===== src/sv/bar_pkg.sv =====
`default_nettype none
// ----------------------------------------------------------------------------
// bar_pkg
// Shared widths, constants and types for the accelerating auto-repeat block.
// ----------------------------------------------------------------------------
package bar_pkg;

    // Port field widths
    localparam int BUTTON_W = 3;
    localparam int NOW_W    = 32;
    localparam int DELAY_W  = 16;
    localparam int EV_W     = 2;

    // Number of tracked buttons; indexes at or above this are ignored
    localparam int NUM_BUTTONS = 8;
    localparam int ADDR_W      = (NUM_BUTTONS > 1) ? $clog2(NUM_BUTTONS) : 1;

    localparam logic [DELAY_W-1:0] DELAY_RESET = 16'd300;

    // Held time over which the delay ramps down: 5% of base per 250 ms
    localparam int unsigned RAMP_MS   = 5000;
    localparam int          ELAPSED_W = $clog2(RAMP_MS + 1);
    localparam int          PROD1_W   = DELAY_W + ELAPSED_W;

    // ceil(p / 5000) = floor(((p + 4999) >> 3) / 625), the last step by reciprocal
    localparam int          DIV_SH    = 3;
    localparam int unsigned DIV_ODD   = RAMP_MS >> DIV_SH;
    localparam int          Y_W       = PROD1_W - DIV_SH;
    localparam int          RECIP_SH  = Y_W + $clog2(DIV_ODD);
    localparam int          RECIP_W   = Y_W + 1;
    localparam logic [63:0] RECIP_FULL =
        ((64'd1 << RECIP_SH) + 64'(DIV_ODD) - 64'd1) / 64'(DIV_ODD);
    localparam logic [RECIP_W-1:0] RECIP_M = RECIP_FULL[RECIP_W-1:0];
    localparam int          PROD2_W   = Y_W + RECIP_W;
    localparam int          C_W       = PROD2_W - RECIP_SH;

    typedef enum logic [EV_W-1:0] {
        EV_NONE    = 2'd0,
        EV_PRESS   = 2'd1,
        EV_RELEASE = 2'd2,
        EV_REPEAT  = 2'd3
    } t_event;

    // One button's stored state
    typedef struct packed {
        logic             level;
        logic [NOW_W-1:0] start;
        logic [NOW_W-1:0] deadline;
    } t_entry;

endpackage
`default_nettype wire


===== src/sv/button_autorepeat_accelerating.sv =====
`default_nettype none
// ----------------------------------------------------------------------------
// button_autorepeat_accelerating
// Per-button press/release/repeat events with a repeat delay that shortens
// the longer a button is held.
// ----------------------------------------------------------------------------
// Usage:
//   Input channel (i_in_valid / o_in_ready) carries one poll sample: button
//   index, level and the millisecond time. Each sample gives exactly one
//   result on the output channel (o_out_valid / i_out_ready): the event code
//   (none, press, release, repeat) and the sampled button index.
//   Path: a sample moves through s1, s2, s3, s4 and the output register.
//   Throughput: one sample per cycle when not stalled. A sample of a button
//   whose repeat event is still inside the 3 update stages waits until that
//   repeat has written its new deadline; samples of other buttons never wait
//   on it. Per-button state (level, repeat start, deadline) lives in one
//   synchronous RAM with registered read; entries are read on transfer,
//   updated in the last stage and forwarded to younger samples in flight.
//   The base delay is written through i_cfg_wr_en / i_cfg_wr_data and takes
//   effect at once; write it only while no sample is in flight.
//   Reset clears the pipeline, the output register, the base delay (300 ms)
//   and the per-entry valid bits, so every button reads as released with
//   zero times. No clearing pass is needed.
//   When the receiver stalls, the result holds in the output register and
//   the stages behind it fill up before o_in_ready drops.
// ----------------------------------------------------------------------------
module button_autorepeat_accelerating
    import bar_pkg::*;
(
    input  wire logic                i_clk,
    input  wire logic                i_rst_n,
    input  wire logic                i_cfg_wr_en,
    input  wire logic [DELAY_W-1:0]  i_cfg_wr_data,
    input  wire logic                i_in_valid,
    output logic                     o_in_ready,
    input  wire logic [BUTTON_W-1:0] i_button,
    input  wire logic                i_pressed,
    input  wire logic [NOW_W-1:0]    i_now_ms,
    output logic                     o_out_valid,
    input  wire logic                i_out_ready,
    output logic [EV_W-1:0]          o_event_res,
    output logic [BUTTON_W-1:0]      o_event_button
);

    function automatic logic [ADDR_W-1:0] btn_addr(input logic [BUTTON_W-1:0] b);
        logic [BUTTON_W+ADDR_W-1:0] ext;
        ext = (BUTTON_W+ADDR_W)'(b);
        return ext[ADDR_W-1:0];
    endfunction

    // ------------------------------------------------------------------
    // Base delay register
    // ------------------------------------------------------------------
    logic [DELAY_W-1:0] r_delay;

    always_ff @(posedge i_clk) begin
        if (!i_rst_n) begin
            r_delay <= DELAY_RESET;
        end else if (i_cfg_wr_en) begin
            r_delay <= i_cfg_wr_data;
        end
    end

    // ------------------------------------------------------------------
    // Pipeline registers
    //   s1: RAM data back, forward, decide the event
    //   s2: multiply base delay by held time
    //   s3: round and multiply by reciprocal of the ramp divisor
    //   s4: finish the delay, write back, hand to the output register
    // ------------------------------------------------------------------
    logic                r_s1_vld;
    logic [BUTTON_W-1:0] r_s1_btn;
    logic                r_s1_pressed;
    logic [NOW_W-1:0]    r_s1_now;

    logic                r_s2_vld, r_s3_vld, r_s4_vld;
    logic [BUTTON_W-1:0] r_s2_btn, r_s3_btn, r_s4_btn;
    t_event              r_s2_ev, r_s3_ev, r_s4_ev;
    logic                r_s2_chg, r_s3_chg, r_s4_chg;
    logic                r_s2_rep, r_s3_rep, r_s4_rep;
    t_entry              r_s2_wdata, r_s3_wdata, r_s4_wdata;
    logic                r_s2_big, r_s3_big, r_s4_big;
    logic [ELAPSED_W-1:0] r_s2_el;
    logic [PROD1_W-1:0]  r_s3_p;
    logic [PROD2_W-1:0]  r_s4_q;

    logic                r_out_vld;
    t_event              r_out_res;
    logic [BUTTON_W-1:0] r_out_btn;

    // Last edge's write, for a read that raced it
    logic                r_w_vld;
    logic [BUTTON_W-1:0] r_w_btn;
    t_entry              r_w_data;

    // State RAM
    t_entry                 r_mem [NUM_BUTTONS];
    logic [NUM_BUTTONS-1:0] r_ent_vld;
    t_entry                 r_rd_data;
    logic                   r_rd_vld;

    // ------------------------------------------------------------------
    // Flow control
    // ------------------------------------------------------------------
    logic free_out, free4, free3, free2;
    logic s1_hazard, s1_move, s4_move, s4_wr, in_acc;

    assign free_out = !r_out_vld || i_out_ready;
    assign free4    = !r_s4_vld || free_out;
    assign free3    = !r_s3_vld || free4;
    assign free2    = !r_s2_vld || free3;

    // Hold a sample while a repeat of the same button has not yet written
    // its deadline
    assign s1_hazard = r_s1_vld && (
        (r_s2_vld && r_s2_rep && (r_s2_btn == r_s1_btn)) ||
        (r_s3_vld && r_s3_rep && (r_s3_btn == r_s1_btn)) ||
        (r_s4_vld && r_s4_rep && (r_s4_btn == r_s1_btn)));

    assign s1_move    = r_s1_vld && !s1_hazard && free2;
    assign o_in_ready = !r_s1_vld || s1_move;
    assign in_acc     = i_in_valid && o_in_ready;
    assign s4_move    = r_s4_vld && free_out;
    assign s4_wr      = r_s4_chg || r_s4_rep;

    // ------------------------------------------------------------------
    // RAM access: read the arriving sample's entry, or re-read the held one
    // ------------------------------------------------------------------
    logic [BUTTON_W-1:0] rd_btn;
    logic [ADDR_W-1:0]   rd_addr, wr_addr;
    t_entry              n_s4_wdata;

    assign rd_btn  = in_acc ? i_button : r_s1_btn;
    assign rd_addr = btn_addr(rd_btn);
    assign wr_addr = btn_addr(r_s4_btn);

    always_ff @(posedge i_clk) begin
        if (s4_move && s4_wr) begin
            r_mem[wr_addr] <= n_s4_wdata;
        end
        r_rd_data <= r_mem[rd_addr];
        r_rd_vld  <= r_ent_vld[rd_addr];
    end

    always_ff @(posedge i_clk) begin
        if (!i_rst_n) begin
            r_ent_vld <= '0;
            r_w_vld   <= 1'b0;
        end else begin
            if (s4_move && s4_wr) begin
                r_ent_vld[wr_addr] <= 1'b1;
            end
            r_w_vld <= s4_move && s4_wr;
        end
    end

    always_ff @(posedge i_clk) begin
        r_w_btn  <= r_s4_btn;
        r_w_data <= n_s4_wdata;
    end

    // ------------------------------------------------------------------
    // s1: forward newest pending state, then classify the sample
    // ------------------------------------------------------------------
    t_entry             s1_cur;
    logic               s1_in_range, s1_chg, s1_rep;
    t_event             s1_ev;
    logic [NOW_W-1:0]   s1_elapsed;
    t_entry             s1_wdata;

    always_comb begin
        // oldest source first, newest overrides
        s1_cur = r_rd_vld ? r_rd_data : '0;
        if (r_w_vld && (r_w_btn == r_s1_btn)) begin
            s1_cur = r_w_data;
        end
        if (r_s4_vld && r_s4_chg && (r_s4_btn == r_s1_btn)) begin
            s1_cur = r_s4_wdata;
        end
        if (r_s3_vld && r_s3_chg && (r_s3_btn == r_s1_btn)) begin
            s1_cur = r_s3_wdata;
        end
        if (r_s2_vld && r_s2_chg && (r_s2_btn == r_s1_btn)) begin
            s1_cur = r_s2_wdata;
        end
    end

    assign s1_in_range = (32'(r_s1_btn) < 32'(NUM_BUTTONS));
    assign s1_chg      = s1_in_range && (r_s1_pressed != s1_cur.level);
    assign s1_rep      = s1_in_range && !s1_chg && r_s1_pressed
                         && (s1_cur.deadline <= r_s1_now);
    assign s1_elapsed  = r_s1_now - s1_cur.start;

    always_comb begin
        s1_ev = EV_NONE;
        if (s1_chg) begin
            s1_ev = r_s1_pressed ? EV_PRESS : EV_RELEASE;
        end else if (s1_rep) begin
            s1_ev = EV_REPEAT;
        end
    end

    // Level change data is final here; a repeat fills its deadline in s4
    assign s1_wdata.level    = r_s1_pressed;
    assign s1_wdata.start    = s1_chg ? r_s1_now : s1_cur.start;
    assign s1_wdata.deadline = r_s1_now + NOW_W'(r_delay);

    always_ff @(posedge i_clk) begin
        if (!i_rst_n) begin
            r_s1_vld <= 1'b0;
        end else if (o_in_ready) begin
            r_s1_vld <= i_in_valid;
        end
    end

    always_ff @(posedge i_clk) begin
        if (in_acc) begin
            r_s1_btn     <= i_button;
            r_s1_pressed <= i_pressed;
            r_s1_now     <= i_now_ms;
        end
    end

    // ------------------------------------------------------------------
    // s2 .. s4 and output register
    // ------------------------------------------------------------------
    logic [PROD1_W-1:0] s2_p;
    logic [PROD1_W-1:0] s3_x;
    logic [Y_W-1:0]     s3_y;
    logic [C_W-1:0]     s4_c;
    logic [DELAY_W-1:0] s4_t, s4_delay;
    logic [DELAY_W+1:0] s4_four_t;
    logic               s4_floor;

    assign s2_p = PROD1_W'(r_delay) * PROD1_W'(r_s2_el);

    assign s3_x = r_s3_p + PROD1_W'(RAMP_MS - 1);
    assign s3_y = s3_x[PROD1_W-1:DIV_SH];

    assign s4_c      = r_s4_q[PROD2_W-1:RECIP_SH];
    assign s4_t      = DELAY_W'(C_W'(r_delay) - s4_c);
    assign s4_four_t = {s4_t, 2'b00};
    assign s4_floor  = r_s4_big || (s4_four_t < (DELAY_W+2)'(r_delay));
    assign s4_delay  = s4_floor ? {2'b00, r_delay[DELAY_W-1:2]} : s4_t;

    always_comb begin
        n_s4_wdata = r_s4_wdata;
        if (r_s4_rep) begin
            n_s4_wdata.deadline = r_s4_wdata.deadline - NOW_W'(r_delay)
                                  + NOW_W'(s4_delay);
        end
    end

    always_ff @(posedge i_clk) begin
        if (!i_rst_n) begin
            r_s2_vld  <= 1'b0;
            r_s3_vld  <= 1'b0;
            r_s4_vld  <= 1'b0;
            r_out_vld <= 1'b0;
        end else begin
            if (free2) begin
                r_s2_vld <= s1_move;
            end
            if (free3) begin
                r_s3_vld <= r_s2_vld;
            end
            if (free4) begin
                r_s4_vld <= r_s3_vld;
            end
            if (free_out) begin
                r_out_vld <= r_s4_vld;
            end
        end
    end

    always_ff @(posedge i_clk) begin
        if (free2) begin
            r_s2_btn   <= r_s1_btn;
            r_s2_ev    <= s1_ev;
            r_s2_chg   <= s1_chg;
            r_s2_rep   <= s1_rep;
            r_s2_wdata <= s1_wdata;
            r_s2_big   <= (s1_elapsed > NOW_W'(RAMP_MS));
            r_s2_el    <= s1_elapsed[ELAPSED_W-1:0];
        end
        if (free3) begin
            r_s3_btn   <= r_s2_btn;
            r_s3_ev    <= r_s2_ev;
            r_s3_chg   <= r_s2_chg;
            r_s3_rep   <= r_s2_rep;
            r_s3_wdata <= r_s2_wdata;
            r_s3_big   <= r_s2_big;
            r_s3_p     <= s2_p;
        end
        if (free4) begin
            r_s4_btn   <= r_s3_btn;
            r_s4_ev    <= r_s3_ev;
            r_s4_chg   <= r_s3_chg;
            r_s4_rep   <= r_s3_rep;
            r_s4_wdata <= r_s3_wdata;
            r_s4_big   <= r_s3_big;
            r_s4_q     <= PROD2_W'(s3_y) * PROD2_W'(RECIP_M);
        end
        if (free_out) begin
            r_out_res <= r_s4_ev;
            r_out_btn <= r_s4_btn;
        end
    end

    assign o_out_valid    = r_out_vld;
    assign o_event_res    = r_out_res;
    assign o_event_button = r_out_btn;

endmodule
`default_nettype wire


===== config.mk =====
export PLATFORM = sky130hd
export DESIGN_NAME = button_autorepeat_accelerating
export DESIGN_NICKNAME = d
export VERILOG_FILES = /design/src/sv/bar_pkg.sv /design/src/sv/button_autorepeat_accelerating.sv
export SDC_FILE = /design/constraint.sdc
export NUM_CORES = 2
export LEC_CHECK = 0
export BUFFER_PORTS_ARGS = -buffer_cell sky130_fd_sc_hd__buf_4
export CAP_MARGIN = 20
export CORE_MARGIN = 2
export CORE_UTILIZATION = 66
export CTS_BUF_LIST = sky130_fd_sc_hd__clkbuf_2 sky130_fd_sc_hd__clkbuf_4 sky130_fd_sc_hd__clkbuf_8
export DETAILED_ROUTE_END_ITERATION = 10
export PLACE_DENSITY = 0.83
export SETUP_SLACK_MARGIN = 0.05
export SYNTH_ARGS = -nofsm -noshare
export SYNTH_HDL_FRONTEND = slang
export SYNTH_SLANG_ARGS = --single-unit

===== constraint.sdc =====
create_clock -name i_clk -period 11.7 [get_ports i_clk]
set_input_delay 2.34 -clock i_clk [delete_from_list [all_inputs] [get_ports i_clk]]
set_output_delay 2.34 -clock i_clk [all_outputs]
set_load 0.02 [all_outputs]

==> results.md <==
* Sum of negative setup slack at 0 ps
* Clock Path Buffers at 3
* Max-slew violations at 0
* Post-synth ARST share at 0%
* Initial DRC Count at 4678
* Final core utilization at 71.74%
* Register bit total from synthesis at 1002
* Crit path top cell by count: fa_1
* Synthesized net count at 6803
* Register Area at 0.02842 sq mm
* DR pass1 iterations at 8
* Crit path capture: r_s4_q[48]
* Worst Skew at 44.56 ps
* Final HPWL DP at 110.9 mm
* Clock latency on the worst-skew pair at 840 ps
* Worst Hold Class: reg -> reg
* Clock transition at the registers of the reported paths at 70 ps
* Total congestion overflow at 0
* Hold Crit Start: r_s2_wdata[20]
* CTS Buf Count at 152
* Fin nets at 6862
* Flop2flop setup slack at 1800 ps
* Share of layout cells above drive strength 1 at 8.100%
* Post-synth EDFFs at 835
* CTS H-tree lvls at 4
* Critical path arrival at 10480 ps
* Status: finished clean
* Actual slew at the worst max-slew pin at 1125 ps
* Vias at 44.07k
* Final Hold Vio Count at 0
* Cells after synthesis at 5801
* Netlist Area Pre-Place at 0.06276 sq mm
* Die X at 312.4 um
* R2R depth at 33
* RSZ-0062 raised after global routing: false
* Die Ht at 312.4 um
* Antenna Nets Post-Route at 0
* I/O pins at 64
* Post-CTS setup buffer count at 0
* Ys Warns at 0
* CP startpoint: r_s3_p[3]
* Worst slew margin at 24.92%
* Initial antenna violation count at 3
* First-pass GRT wire length at 251.7 mm
* Critical Path RT at 12290 ps
* Max-Cap Viols at 0
* Rows at 113
* WL/cell at 22.34 um
* Synth-to-layout area growth at 8.112%
* CP Launch Type: flop
* Core Region at 0.09459 sq mm
* Period utilization at 84.58%
* Synth Flop Type: edfxtp_1
* Post-CTS Resized at 0
* CTS tree: done
* CP Capture Type: flop
* Root Buffer: clkbuf_8
* Gpl congestion at 0.9872
* Reg2reg end: r_s4_q[48]
* Critical path fanouts, max at 6
* Vias in the first global route at 44.98k
* Worst path slowest cell: xnor2_1
* Max Fclk at 0.1010 GHz
* Count of cell types in the netlist at 95
* Final setup viols at 0
* Die Area at 0.09758 sq mm
* R2r startpoint: r_s3_p[3]
* # DRC at 0
* Sequential area share after synthesis at 45.28%
* Avg Inst Size Synth at 10.82 sq um
* Clock sink count at 1002
* Fillers at 6396
* CP Class: reg -> reg
* Hold-fix buffers, CTS at 0
* CP peak stage delay at 650 ps
* Post-layout min period at 9896 ps
* I/O Buffers at 63
* Total routed wirelength at 162.1 mm
* Total GRT Usage at 33.71%
* Number of vias per cell at 6.075
* Multi-input gate area at 0.03050 sq mm
* Largest net degree at the start of global routing at 186
* Initial Util at 66.35%
[cell type report]
type	instances	area share [%]
Tap cell	1265	2.333
Antenna cell	2	0.007376
Sequential cell	1002	41.88
Clock inverter	56	0.8003
Inverter	815	4.527
Multi-Input combinational cell	3762	44.95
Timing Repair Buffer	127	1.435
Clock buffer	226	4.068
[worst min path at each step]
| stage | to | slack (ps) | cells past startpoint |
|---|---|---|---|
| detailed placement | r_s4_ev[1] | 410 | 0 |
| finish | r_s3_wdata[20] | 430 | 0 |
| floorplan | o_event_res[0] | 400 | 0 |
| CTS | r_s4_big | 430 | 0 |
| global route | o_event_res[0] | 440 | 0 |
| global placement | r_s4_big | 410 | 0 |
[routing by layer]
metal  vias up  part of all wire [%]  global-route usage, %  wire length, um
met3       459                    10                  6.138            16300
met4         0                   4.2                  14.22             6888
met5         -                     0                      0                0
li1      19675                     -                      -                -
met2      2385                    47                  54.19            76090
met1     21555                    39                  45.57            62800
[Yosys cell counts, types with 17 or more instances]
cell type / n / share of area (%)
inv_1: 813 / 4.9
mux2_2: 27 / 0.48
buf_2: 66 / 0.53
nand3_1: 464 / 3.7
nor2_1: 175 / 1.0
a311oi_1: 33 / 0.46
nand4_1: 25 / 0.25
nand2b_1: 22 / 0.22
o21ai_0: 228 / 1.8
o211ai_1: 46 / 0.55
nor3_1: 39 / 0.31
a21o_1: 61 / 0.73
o21a_1: 33 / 0.39
o21bai_1: 22 / 0.26
edfxtp_1: 835 / 40
xnor2_1: 119 / 1.7
ha_1: 471 / 9.4
nor2b_1: 34 / 0.34
nand2_1: 952 / 5.7
and2_1: 82 / 0.82
or3_1: 17 / 0.17
mux2i_1: 20 / 0.32
fa_1: 474 / 15
buf_1: 20 / 0.12
and3_1: 18 / 0.18
clkbuf_1: 135 / 0.81
a21oi_1: 183 / 1.5
xor2_1: 42 / 0.59
dfxtp_1: 167 / 5.3
[kinds of logic (layout without fill, tap and decap cells)]
group	count (synthesis)	in the layout	synth area share, %
compound gates	736	736	7.486
xor+xnor	162	162	2.291
fa+ha+maj	945	945	24.51
flops	1002	1002	45.28
buf+inv	1037	1224	6.340
mux	48	48	0.8253
simple gates	1871	1871	13.27
other cells	0	2	0
[critical path: cells and delay by family, from the launching register on]
family	cells	cell delay [ps]
XOR/XNOR	2	800
AO/OA/AOI/OAI	10	1840
adder cells (fa/ha/maj)	8	3860
flip-flops	1	430
AND/OR/NAND/NOR	9	2510
buffers and inverters	4	190
[metrics by stage]
| stage | cell area [sq um] | setup WS, ps | hold WS (ps) | cells |
|---|---|---|---|---|
| after CTS | 67810 | 1798 | 425.8 | 7247 |
| after floorplan | 62760 | 2827 | 400.3 | 5801 |
| after global placement | 64500 | 2035 | 406.6 | 6964 |
| after detailed placement | 64500 | 1835 | 405.9 | 6965 |
| final | 67850 | 1804 | 430.7 | 7255 |
| after global routing | 67850 | 1199 | 444.1 | 7254 |
[registers in the layout (all words and copies together), names as in the netlist, 8 cells and up]
signal,count
r_w_data,65
r_s4_wdata,32
r_rd_data,65
r_s3_p,29
n_s4_wdata,33
r_s2_el,13
r_s3_wdata,65
r_delay,16
r_s2_wdata,65
r_s4_q,16
r_ent_vld,8
r_mem,520
r_s1_now,32
[placed cells by master, fill, tap and decap left out, types with 34 or more instances in the layout]
| master | synthesis | final |
|---|---|---|
| clkbuf_8 | 0 | 170 |
| a21oi_1 | 183 | 183 |
| nand3_1 | 464 | 464 |
| nand2_1 | 952 | 948 |
| and2_1 | 82 | 81 |
| inv_1 | 813 | 812 |
| dfxtp_1 | 167 | 166 |
| nor2b_1 | 34 | 34 |
| xnor2_1 | 119 | 118 |
| xor2_1 | 42 | 42 |
| a21o_1 | 61 | 61 |
| clkbuf_4 | 0 | 60 |
| edfxtp_1 | 835 | 835 |
| nor3_1 | 39 | 37 |
| o21ai_0 | 228 | 228 |
| fa_1 | 474 | 474 |
| buf_4 | 1 | 119 |
| nor2_1 | 175 | 169 |
| o211ai_1 | 46 | 46 |
| ha_1 | 471 | 470 |
Power is left out: the tool's default activity adds up to more than one toggle a clock period on the data nets, which glitch-free logic cannot reach.
